==> src/hw/rtl/mtet_pkg.sv <==
// Shared types and constants of the multi-turn encoder tracker.
package mtet_pkg;

  // Operation codes of an input word
  typedef enum logic {
    OP_UPDATE = 1'b0,
    OP_READ   = 1'b1
  } op_t;

  // Error codes of a result word
  typedef enum logic [1:0] {
    ERR_NONE   = 2'd0,
    ERR_MOTOR  = 2'd1,
    ERR_OFFSET = 2'd2
  } err_t;

  // Source of the history field in the output stage
  typedef enum logic [1:0] {
    HIST_ZERO = 2'd0,
    HIST_ONES = 2'd1,
    HIST_RING = 2'd2
  } hist_src_t;

  // Configuration register indexes
  localparam int CFG_IDX_W = 1;
  localparam logic [CFG_IDX_W-1:0] CFG_HIGH_THRESHOLD = 1'd0;
  localparam logic [CFG_IDX_W-1:0] CFG_LOW_THRESHOLD  = 1'd1;

  localparam logic [7:0]  HIGH_THRESHOLD_RST = 8'd192;
  localparam logic [7:0]  LOW_THRESHOLD_RST  = 8'd64;
  localparam logic [15:0] STILL_MAX          = 16'hFFFF;

  typedef struct packed {
    logic       operation;
    logic [7:0] motor_id;
    logic [7:0] raw_position;
    logic [7:0] history_offset;
  } in_t;

  typedef struct packed {
    logic [1:0]         error_code;
    logic signed [31:0] absolute_position;
    logic signed [31:0] velocity;
    logic [15:0]        stopped_count;
    logic signed [31:0] history_position;
  } out_t;

endpackage

==> src/hw/rtl/mtet_state_mem.sv <==
// Per-motor state memory with valid bits and forwarding of the latest write.
module mtet_state_mem import mtet_pkg::*; #(
  parameter int AW = 2,
  parameter int W  = 32
) (
  input  logic          clk,
  input  logic          rst_n,
  input  logic          rd_en,
  input  logic [AW-1:0] rd_addr,
  output logic [W-1:0]  rd_data,
  input  logic          wr_en,
  input  logic [AW-1:0] wr_addr,
  input  logic [W-1:0]  wr_data
);

  localparam int DEPTH = 2 ** AW;

  logic [W-1:0]     mem [DEPTH];
  logic [W-1:0]     rd_q_r;
  logic [AW-1:0]    rd_addr_r;
  logic [DEPTH-1:0] valid_r;
  logic             wr_valid_r;
  logic [AW-1:0]    wr_addr_r;
  logic [W-1:0]     wr_data_r;

  // Storage, read-before-write
  always_ff @(posedge clk) begin
    if (wr_en) begin
      mem[wr_addr] <= wr_data;
    end
    if (rd_en) begin
      rd_q_r    <= mem[rd_addr];
      rd_addr_r <= rd_addr;
    end
  end

  // Entry valid bits and the latest write, kept for forwarding
  always_ff @(posedge clk) begin
    if (!rst_n) begin
      valid_r    <= '0;
      wr_valid_r <= 1'b0;
    end else if (wr_en) begin
      valid_r[wr_addr] <= 1'b1;
      wr_valid_r       <= 1'b1;
    end
  end

  always_ff @(posedge clk) begin
    if (wr_en) begin
      wr_addr_r <= wr_addr;
      wr_data_r <= wr_data;
    end
  end

  // Latest write to the entry wins; an entry never written reads as zero
  always_comb begin
    priority if (wr_valid_r && (wr_addr_r == rd_addr_r)) begin
      rd_data = wr_data_r;
    end else if (!valid_r[rd_addr_r]) begin
      rd_data = '0;
    end else begin
      rd_data = rd_q_r;
    end
  end

endmodule

==> src/hw/rtl/mtet_ring_mem.sv <==
// Position history memory, one write and one registered read port.
module mtet_ring_mem import mtet_pkg::*; #(
  parameter int AW = 5,
  parameter int W  = 32
) (
  input  logic          clk,
  input  logic          wr_en,
  input  logic [AW-1:0] wr_addr,
  input  logic [W-1:0]  wr_data,
  input  logic          rd_en,
  input  logic [AW-1:0] rd_addr,
  output logic [W-1:0]  rd_data_r
);

  logic [W-1:0] mem [2 ** AW];

  always_ff @(posedge clk) begin
    if (wr_en) begin
      mem[wr_addr] <= wr_data;
    end
    if (rd_en) begin
      rd_data_r <= mem[rd_addr];
    end
  end

endmodule

==> src/hw/rtl/multi_turn_encoder_tracker_top.sv <==
// Multi-turn encoder tracker: top level with the read-modify-write pipeline.
//
// Input words (in_valid/in_ready/in_data) either update a motor with a raw
// wrapping encoder reading or read back a position from its history ring.
// Each input word yields exactly one result word on out_valid/out_ready/
// out_data, in order. The user writes thresholds on cfg_we/cfg_index/
// cfg_wdata only while the block is idle; the block does not enforce this.
//
// The motor state memory is read at acceptance, the update stage then
// updates the state and writes it back (and writes or reads the history
// memory), and the history read data lands with the output register.
// One word is taken every cycle while the receiver does not stall the
// output; the rate is set by the read-modify-write of the state memory,
// whose latest write is forwarded so back-to-back words for the same motor
// see fresh state.
//
// Reset clears all motor state via per-entry valid bits and a per-motor fill
// count for the history ring; no clearing pass is needed. When the receiver
// stalls, the output register holds and one more word waits in the update
// stage before in_ready drops.
module multi_turn_encoder_tracker_top import mtet_pkg::*; #(
  parameter int MOTOR_COUNT   = 4,
  parameter int HISTORY_DEPTH = 8,
  parameter int RAW_BITS      = 8,
  parameter int POSITION_BITS = 32
) (
  input  logic                 clk,
  input  logic                 rst_n,
  input  logic                 in_valid,
  output logic                 in_ready,
  input  in_t                  in_data,
  output logic                 out_valid,
  input  logic                 out_ready,
  output out_t                 out_data,
  input  logic                 cfg_we,
  input  logic [CFG_IDX_W-1:0] cfg_index,
  input  logic [7:0]           cfg_wdata
);

  localparam int MB = (MOTOR_COUNT > 1) ? $clog2(MOTOR_COUNT) : 1;
  localparam int PW = $clog2(HISTORY_DEPTH);
  localparam int CW = $clog2(HISTORY_DEPTH + 1);
  localparam int RW = RAW_BITS;
  localparam int PB = POSITION_BITS;

  localparam logic [PB-1:0]   TURN_P   = PB'(64'd1 << RW);
  localparam logic [PB-1:0]   RAW_MASK = PB'((64'd1 << RW) - 64'd1);
  localparam logic [RW+1:0]   TURN_D   = (RW+2)'(1) << RW;
  localparam logic [PW-1:0]   PTR_LAST = PW'(HISTORY_DEPTH - 1);
  localparam logic [CW-1:0]   CNT_FULL = CW'(HISTORY_DEPTH);

  typedef struct packed {
    logic [RW-1:0] last_raw;
    logic [PB-1:0] pos;
    logic [PB-1:0] vel;
    logic [15:0]   still;
    logic [PW-1:0] ptr;
    logic [CW-1:0] cnt;
  } mst_t;

  // Configuration registers
  logic [7:0] high_thr_r;
  logic [7:0] low_thr_r;

  always_ff @(posedge clk) begin
    if (!rst_n) begin
      high_thr_r <= HIGH_THRESHOLD_RST;
      low_thr_r  <= LOW_THRESHOLD_RST;
    end else if (cfg_we) begin
      unique case (cfg_index)
        CFG_HIGH_THRESHOLD: high_thr_r <= cfg_wdata;
        CFG_LOW_THRESHOLD:  low_thr_r  <= cfg_wdata;
        default: ;
      endcase
    end
  end

  // Pipeline handshake
  logic s1_valid_r;
  in_t  s1_data_r;
  logic out_valid_r;
  logic s1_adv;
  logic accept;

  assign s1_adv   = s1_valid_r && (!out_valid_r || out_ready);
  assign in_ready = !s1_valid_r || s1_adv;
  assign accept   = in_valid && in_ready;

  always_ff @(posedge clk) begin
    if (!rst_n) begin
      s1_valid_r <= 1'b0;
    end else if (in_ready) begin
      s1_valid_r <= in_valid;
    end
  end

  always_ff @(posedge clk) begin
    if (accept) begin
      s1_data_r <= in_data;
    end
  end

  // Motor state memory
  mst_t cur;
  mst_t nxt_st;
  logic st_we;

  mtet_state_mem #(.AW(MB), .W($bits(mst_t))) u_state (
    .clk     (clk),
    .rst_n   (rst_n),
    .rd_en   (accept),
    .rd_addr (in_data.motor_id[MB-1:0]),
    .rd_data (cur),
    .wr_en   (st_we),
    .wr_addr (s1_data_r.motor_id[MB-1:0]),
    .wr_data (nxt_st)
  );

  // Update stage: turn detection, position, velocity, stopped count
  logic                 motor_ok;
  logic                 is_update;
  logic [15:0]          raw16;
  logic [RW-1:0]        raw_m;
  logic [15:0]          prev16;
  logic                 turn_up;
  logic                 turn_dn;
  logic [PB-1:0]        pos_adj;
  logic [PB-1:0]        pos_new;
  logic signed [RW+1:0] delta;
  logic signed [63:0]   delta64;
  logic [PB-1:0]        vel_new;
  logic [15:0]          still_new;
  logic [PW-1:0]        ptr_new;
  logic [CW-1:0]        cnt_new;

  assign motor_ok  = {1'b0, s1_data_r.motor_id} < 9'(MOTOR_COUNT);
  assign is_update = (s1_data_r.operation == OP_UPDATE);
  assign raw16     = 16'(s1_data_r.raw_position);
  assign raw_m     = raw16[RW-1:0];
  assign prev16    = 16'(cur.last_raw);
  assign turn_up   = (prev16 > 16'(high_thr_r)) && (16'(raw_m) < 16'(low_thr_r));
  assign turn_dn   = (prev16 < 16'(low_thr_r)) && (16'(raw_m) > 16'(high_thr_r));

  always_comb begin
    priority if (turn_up && !turn_dn) begin
      pos_adj = cur.pos + TURN_P;
      delta   = $signed({2'b00, raw_m}) - $signed({2'b00, cur.last_raw})
                + $signed(TURN_D);
    end else if (turn_dn && !turn_up) begin
      pos_adj = cur.pos - TURN_P;
      delta   = $signed({2'b00, raw_m}) - $signed({2'b00, cur.last_raw})
                - $signed(TURN_D);
    end else begin
      pos_adj = cur.pos;
      delta   = $signed({2'b00, raw_m}) - $signed({2'b00, cur.last_raw});
    end
  end

  // Low bits of the position always equal the last raw reading
  assign pos_new = (pos_adj & ~RAW_MASK) | PB'(raw_m);
  assign delta64 = 64'(delta);
  assign vel_new = delta64[PB-1:0];

  always_comb begin
    if (vel_new != '0) begin
      still_new = '0;
    end else if (cur.still == STILL_MAX) begin
      still_new = cur.still;
    end else begin
      still_new = cur.still + 16'd1;
    end
  end

  assign ptr_new = (cur.ptr == PTR_LAST) ? '0 : cur.ptr + PW'(1);
  assign cnt_new = (cur.cnt == CNT_FULL) ? cur.cnt : cur.cnt + CW'(1);

  always_comb begin
    nxt_st.last_raw = raw_m;
    nxt_st.pos      = pos_new;
    nxt_st.vel      = vel_new;
    nxt_st.still    = still_new;
    nxt_st.ptr      = ptr_new;
    nxt_st.cnt      = cnt_new;
  end

  assign st_we = s1_adv && is_update && motor_ok;

  // History lookup: slot offset steps back from the write pointer
  logic [8:0]    off9;
  logic          off_ok;
  logic          off_written;
  logic [PW-1:0] off_n;
  logic [PW:0]   idx_full;
  logic [PW-1:0] rd_idx;
  logic          ring_re;

  assign off9        = {1'b0, s1_data_r.history_offset};
  assign off_ok      = off9 < 9'(HISTORY_DEPTH);
  assign off_written = off9 < 9'(cur.cnt);
  assign off_n       = s1_data_r.history_offset[PW-1:0];

  always_comb begin
    if (cur.ptr >= off_n) begin
      idx_full = {1'b0, cur.ptr} - {1'b0, off_n};
    end else begin
      idx_full = {1'b0, cur.ptr} + (PW+1)'(HISTORY_DEPTH) - {1'b0, off_n};
    end
  end

  assign rd_idx  = idx_full[PW-1:0];
  assign ring_re = s1_adv && !is_update && motor_ok && off_ok && off_written;

  logic [PB-1:0] ring_q;

  mtet_ring_mem #(.AW(MB + PW), .W(PB)) u_ring (
    .clk       (clk),
    .wr_en     (st_we),
    .wr_addr   ({s1_data_r.motor_id[MB-1:0], ptr_new}),
    .wr_data   (pos_new),
    .rd_en     (ring_re),
    .rd_addr   ({s1_data_r.motor_id[MB-1:0], rd_idx}),
    .rd_data_r (ring_q)
  );

  // Result fields ahead of the output register
  err_t          res_err;
  logic [PB-1:0] res_pos;
  logic [PB-1:0] res_vel;
  logic [15:0]   res_still;
  hist_src_t     res_src;

  always_comb begin
    res_err   = ERR_NONE;
    res_pos   = cur.pos;
    res_vel   = cur.vel;
    res_still = cur.still;
    res_src   = HIST_ZERO;
    priority if (!motor_ok) begin
      res_err   = ERR_MOTOR;
      res_pos   = '0;
      res_vel   = '0;
      res_still = '0;
      res_src   = HIST_ONES;
    end else if (is_update) begin
      res_pos   = pos_new;
      res_vel   = vel_new;
      res_still = still_new;
    end else if (!off_ok) begin
      res_err = ERR_OFFSET;
      res_src = HIST_ONES;
    end else if (off_written) begin
      res_src = HIST_RING;
    end
  end

  // Output register
  err_t          o_err_r;
  logic [63:0]   o_pos_r;
  logic [63:0]   o_vel_r;
  logic [15:0]   o_still_r;
  hist_src_t     o_src_r;

  always_ff @(posedge clk) begin
    if (!rst_n) begin
      out_valid_r <= 1'b0;
    end else if (s1_adv) begin
      out_valid_r <= 1'b1;
    end else if (out_ready) begin
      out_valid_r <= 1'b0;
    end
  end

  always_ff @(posedge clk) begin
    if (s1_adv) begin
      o_err_r   <= res_err;
      o_pos_r   <= 64'(res_pos);
      o_vel_r   <= 64'(res_vel);
      o_still_r <= res_still;
      o_src_r   <= res_src;
    end
  end

  logic [63:0] ring_q64;
  logic [31:0] hist_val;

  assign ring_q64 = 64'(ring_q);

  always_comb begin
    unique case (o_src_r)
      HIST_ZERO: hist_val = '0;
      HIST_ONES: hist_val = '1;
      HIST_RING: hist_val = ring_q64[31:0];
      default:   hist_val = '0;
    endcase
  end

  assign out_valid                  = out_valid_r;
  assign out_data.error_code        = o_err_r;
  assign out_data.absolute_position = o_pos_r[31:0];
  assign out_data.velocity          = o_vel_r[31:0];
  assign out_data.stopped_count     = o_still_r;
  assign out_data.history_position  = hist_val;

  // Checks
  ap_ready_low: assert property (@(posedge clk) disable iff (!rst_n)
    !in_ready |-> (s1_valid_r && out_valid_r && !out_ready))
    else $error("in_ready low without a full stalled pipeline");

  ap_write_on_advance: assert property (@(posedge clk) disable iff (!rst_n)
    st_we |-> (s1_adv && motor_ok))
    else $error("state write without a valid advancing update");

  ap_err_hist: assert property (@(posedge clk) disable iff (!rst_n)
    (out_valid && (out_data.error_code != ERR_NONE)) |->
      (out_data.history_position == 32'hFFFF_FFFF))
    else $error("error result without all-ones history");

  ap_motor_err_zero: assert property (@(posedge clk) disable iff (!rst_n)
    (out_valid && (out_data.error_code == ERR_MOTOR)) |->
      ((out_data.absolute_position == 32'sd0) && (out_data.velocity == 32'sd0)
       && (out_data.stopped_count == 16'd0)))
    else $error("bad motor result carries state");

endmodule
==> config.mk <==
export PLATFORM = sky130hd
export DESIGN_NAME = multi_turn_encoder_tracker_top
export DESIGN_NICKNAME = d
export VERILOG_FILES = /design/src/hw/rtl/mtet_pkg.sv /design/src/hw/rtl/mtet_state_mem.sv /design/src/hw/rtl/mtet_ring_mem.sv /design/src/hw/rtl/multi_turn_encoder_tracker_top.sv
export SDC_FILE = /design/constraint.sdc
export NUM_CORES = 2
export LEC_CHECK = 0
export BUFFER_PORTS_ARGS = -buffer_cell sky130_fd_sc_hd__buf_2
export CORE_MARGIN = 5
export CORE_UTILIZATION = 45
export DETAILED_ROUTE_END_ITERATION = 7
export PLACE_DENSITY = 0.58
export SYNTH_ARGS = -nofsm -noshare
export SYNTH_HDL_FRONTEND = slang
export SYNTH_HIERARCHICAL = 1
export SYNTH_SLANG_ARGS = --single-unit
==> constraint.sdc <==
create_clock -name clk -period 21.9 [get_ports clk]
set_input_delay 3.285 -clock clk [delete_from_list [all_inputs] [get_ports clk]]
set_output_delay 3.285 -clock clk [all_outputs]
set_load 0.05 [all_outputs]
==> results.py <==
metrics = {
    "logic_synthesis": {
        "synth_commonest_cells": "edfxtp_1, mux2i_1, nand2_1",
        "synth_top_area_share_pct": 74.0,
        "yosysTopAreaCell": "edfxtp_1",
        "synth_enable_flop_cells": 1739,
        "synth_top_flop_cell": "edfxtp_1",
        "synth_area_leaders": "edfxtp_1, mux2i_1, mux4_2",
        "yosysUniqueCellTypes": 75,
        "yosysWarnings": 6,
        "yosysSeqAreaShare_pct": 74.7,
        "syn-instance-count": 4161,
        "yosysMostFrequentCell": "edfxtp_1",
        "syn_nets": 4254,
        "async_reset_ff_share_pct": 0,
        "ys_seq_elements": 1762,
        "syn_area_per_cell_um2": 17.0,
        "syn_area_mm2": 0.0706,
    },
    "floorplan": {
        "initial_utilization_pct": 45.2,
        "die_x_um": 406,
        "die_h_um": 406,
        "std_cell_rows": 145,
        "core_mm2": 0.156,
        "io_pins": 155,
        "die_area_mm2": 0.165,
    },
    "worst_hold_path": {
        "hold_path_depth": 2,
        "min_from": "high_thr_r[4]",
        "min_to": "high_thr_r[4]",
        "hold_class": "reg2reg",
    },
    "setup_path": {
        "path_max_fanout": 4,
        "cp_slowest_stage_delay_ns": 0.31,
        "crit_required_ns": 18.62,
        "path_cells": "buf_2 -> nor2b_1 -> nand2_1 -> buf_2",
        "path_class": "in2out",
        "critPathArrivalTime_ns": 4.06,
        "end_kind": "primary output",
        "ff2ff_setup_slack_ns": 15.04,
        "setup.worst_path.start_class": "primary input",
        "rr_endpoint": "u_ring/rd_data_r[24]",
        "cp_slowest_cell": "nor2b_1",
        "rr_startpoint": "u_state/rd_addr_r[0]",
        "cp_common_cell": "buf_2",
        "worstRegToRegCells": 13,
    },
    "global_routing": {
        "overflow": 0,
        "grt_pass1_vias": 36405,
        "antenna_found_initial": 3,
        "grt_pass1_wl_um": 242000,
        "grt_util_all_layers_pct": 19.7,
        "grt_max_degree": 135,
    },
    "clock_network": {
        "clkTransAtPathRegs_ns": 0.05,
        "cts.repair.resized": 0,
        "numClockSinks": 1762,
        "clock_tree.buffer_depth": 3,
        "h-tree-depth": 4,
        "numCtsBuffers": 182,
        "cts_hold_buf": 0,
        "cts_setup_buffers": 0,
        "clk_latency_ns": 0.81,
        "cts_tree": "done",
        "cts_root_buf": "clkbuf_16",
    },
    "power": {
        "p_per_area_mw_per_mm2": 91.9,
        "max-vdd-ir-drop_v": 0.0000757,
        "leakage_uw": 0.0283,
    },
    "timing": {
        "fmax_mhz": 136,
        "slew_headroom_pct": 17.4,
        "timing.final.crit_share_pct": 33.5,
        "finalSetupTns_ns": 0,
        "setup_violations": 0,
        "fin_crit_ns": 7.34,
        "drv_slew": 0,
        "clock_skew_ns": 0.0334,
        "tightest_slew_ns": 1.24,
        "hold_violations": 0,
        "grt_setup_unrepaired": "false",
    },
    "placed_design": {
        "hpwl_um": 90200,
        "place.gp.congestion": 0.777,
        "io_buffers": 154,
    },
    "run": {
        "maxCapViolations": 0,
    },
    "cells_and_area": {
        "syn2layout_area_growth_pct": 13.2,
        "final_net_count": 4475,
        "layout-drive-gt1-share_pct": 15.6,
        "final_util_pct": 51.2,
        "fillers": 12849,
    },
    "drt": {
        "wire_per_inst_um": 24.7,
        "via_count": 36791,
        "drc": 0,
        "firstDrtPassIters": 7,
        "via_per_inst": 5.57,
        "drtAntennaViolNets": 0,
        "drt_iter0_markers": 3030,
        "wl_um": 163000,
    },
    "outcome": {
        "outcome": "finished, final reports clean",
    },
}
[cell families after synthesis]
| family | Yosys count | synth area share (%) |
|---|---|---|
| flops | 1762 | 74.7 |
| simple gates | 715 | 4.67 |
| mux | 714 | 11.8 |
| compound gates | 503 | 4.70 |
| buf+inv | 364 | 2.53 |
| fa+ha+maj | 54 | 0.990 |
| xor+xnor | 49 | 0.608 |
[critical path, delay by kind of cell]
kind | cells | cell delay (ns)
buffers and inverters | 2 | 0.33
and+or+nand+nor | 2 | 0.44
[sequential cells by signal (all words and copies together), names as in the netlist, 16 cells and up]
| name | flops |
|---|---|
| o_pos_r | 32 |
| o_still_r | 16 |
| o_vel_r | 32 |
| u_ring/mem | 1024 |
| u_ring/rd_data_r | 32 |
| u_state/mem | 380 |
| u_state/rd_q_r | 95 |
| u_state/wr_data_r | 95 |
[per-stage QoR]
stage	setup WS, ns	std cells	hold slack [ns]	total power [uW]	area [um2]
2_1_floorplan	4.39	4161	0.435	4180	70600
3_3_place_gp	14.58	6256	0.446	4360	74000
3_5_place_dp	14.54	6256	0.454	4370	74000
4_1_cts	14.54	6597	0.468	7420	79900
5_1_grt	14.46	6597	0.487	7600	79900
6_report	14.56	6604	0.464	7340	79900
[worst max path at each step]
stage | slack, ns | start | end
2_1_floorplan | 4.39 | out_ready | u_state/mem[0][0]
6_report | 14.56 | out_ready | in_ready
5_1_grt | 14.46 | out_ready | in_ready
3_3_place_gp | 14.58 | out_ready | in_ready
3_5_place_dp | 14.54 | out_ready | in_ready
4_1_cts | 14.54 | out_ready | in_ready
[power by group]
part	switching, uW	internal (uW)
sequential	8.97	3800
clock	1300	1740
combinational	356	128
total	1670	5670
[metal layers]
layer | wire length (um) | vias up | part of all wire (%) | track usage [%]
li1 | - | 16613 | - | -
met1 | 71400 | 18978 | 44 | 27.4
met2 | 79300 | 981 | 49 | 32.6
met4 | 3090 | 2 | 1.9 | 4.71
met5 | 13 | - | 0.0080 | 0
met3 | 9360 | 217 | 5.7 | 3.60
[placed cells by master (no fill, tap or decap), types with 6 or more instances in the layout]
master,synthesis,layout
mux4_2,96,95
o21ai_0,17,17
a31oi_1,45,45
clkbuf_16,0,182
nand2_1,258,258
ha_1,51,51
a21o_1,25,25
nor2_4,0,34
buf_4,44,100
clkinv_1,0,51
xnor2_2,0,15
bufinv_16,0,17
nor4_1,10,10
dfxtp_1,23,23
nand3b_1,6,6
or3_1,21,21
and3_1,12,10
nor2_1,163,128
buf_2,48,152
o21a_1,15,15
a22o_1,64,64
nand4_1,7,7
a22oi_1,96,96
clkinv_2,0,32
mux2i_1,618,618
clkbuf_1,88,36
nand3_1,132,132
inv_1,144,141
or2_2,9,9
diode_2,0,7
nand2b_1,8,6
xnor2_1,37,22
inv_16,0,7
a21oi_1,184,184
a21boi_0,14,14
xor2_2,0,8
nor3_1,51,50
edfxtp_1,1739,1739
[cell type report]
type | instances | area, um2 | area share, %
clock buffer | 218 | 4690 | 5.87
timing repair buffer | 254 | 1540 | 1.93
tap | 2058 | 2570 | 3.22
sequential | 1762 | 52700 | 65.9
clock inverter | 123 | 1240 | 1.55
multi-input combinational | 2035 | 16600 | 20.8
antenna | 7 | 17.5 | 0.0219
inverter | 147 | 559 | 0.700
Note: power is estimated with default switching activity, not from simulation.
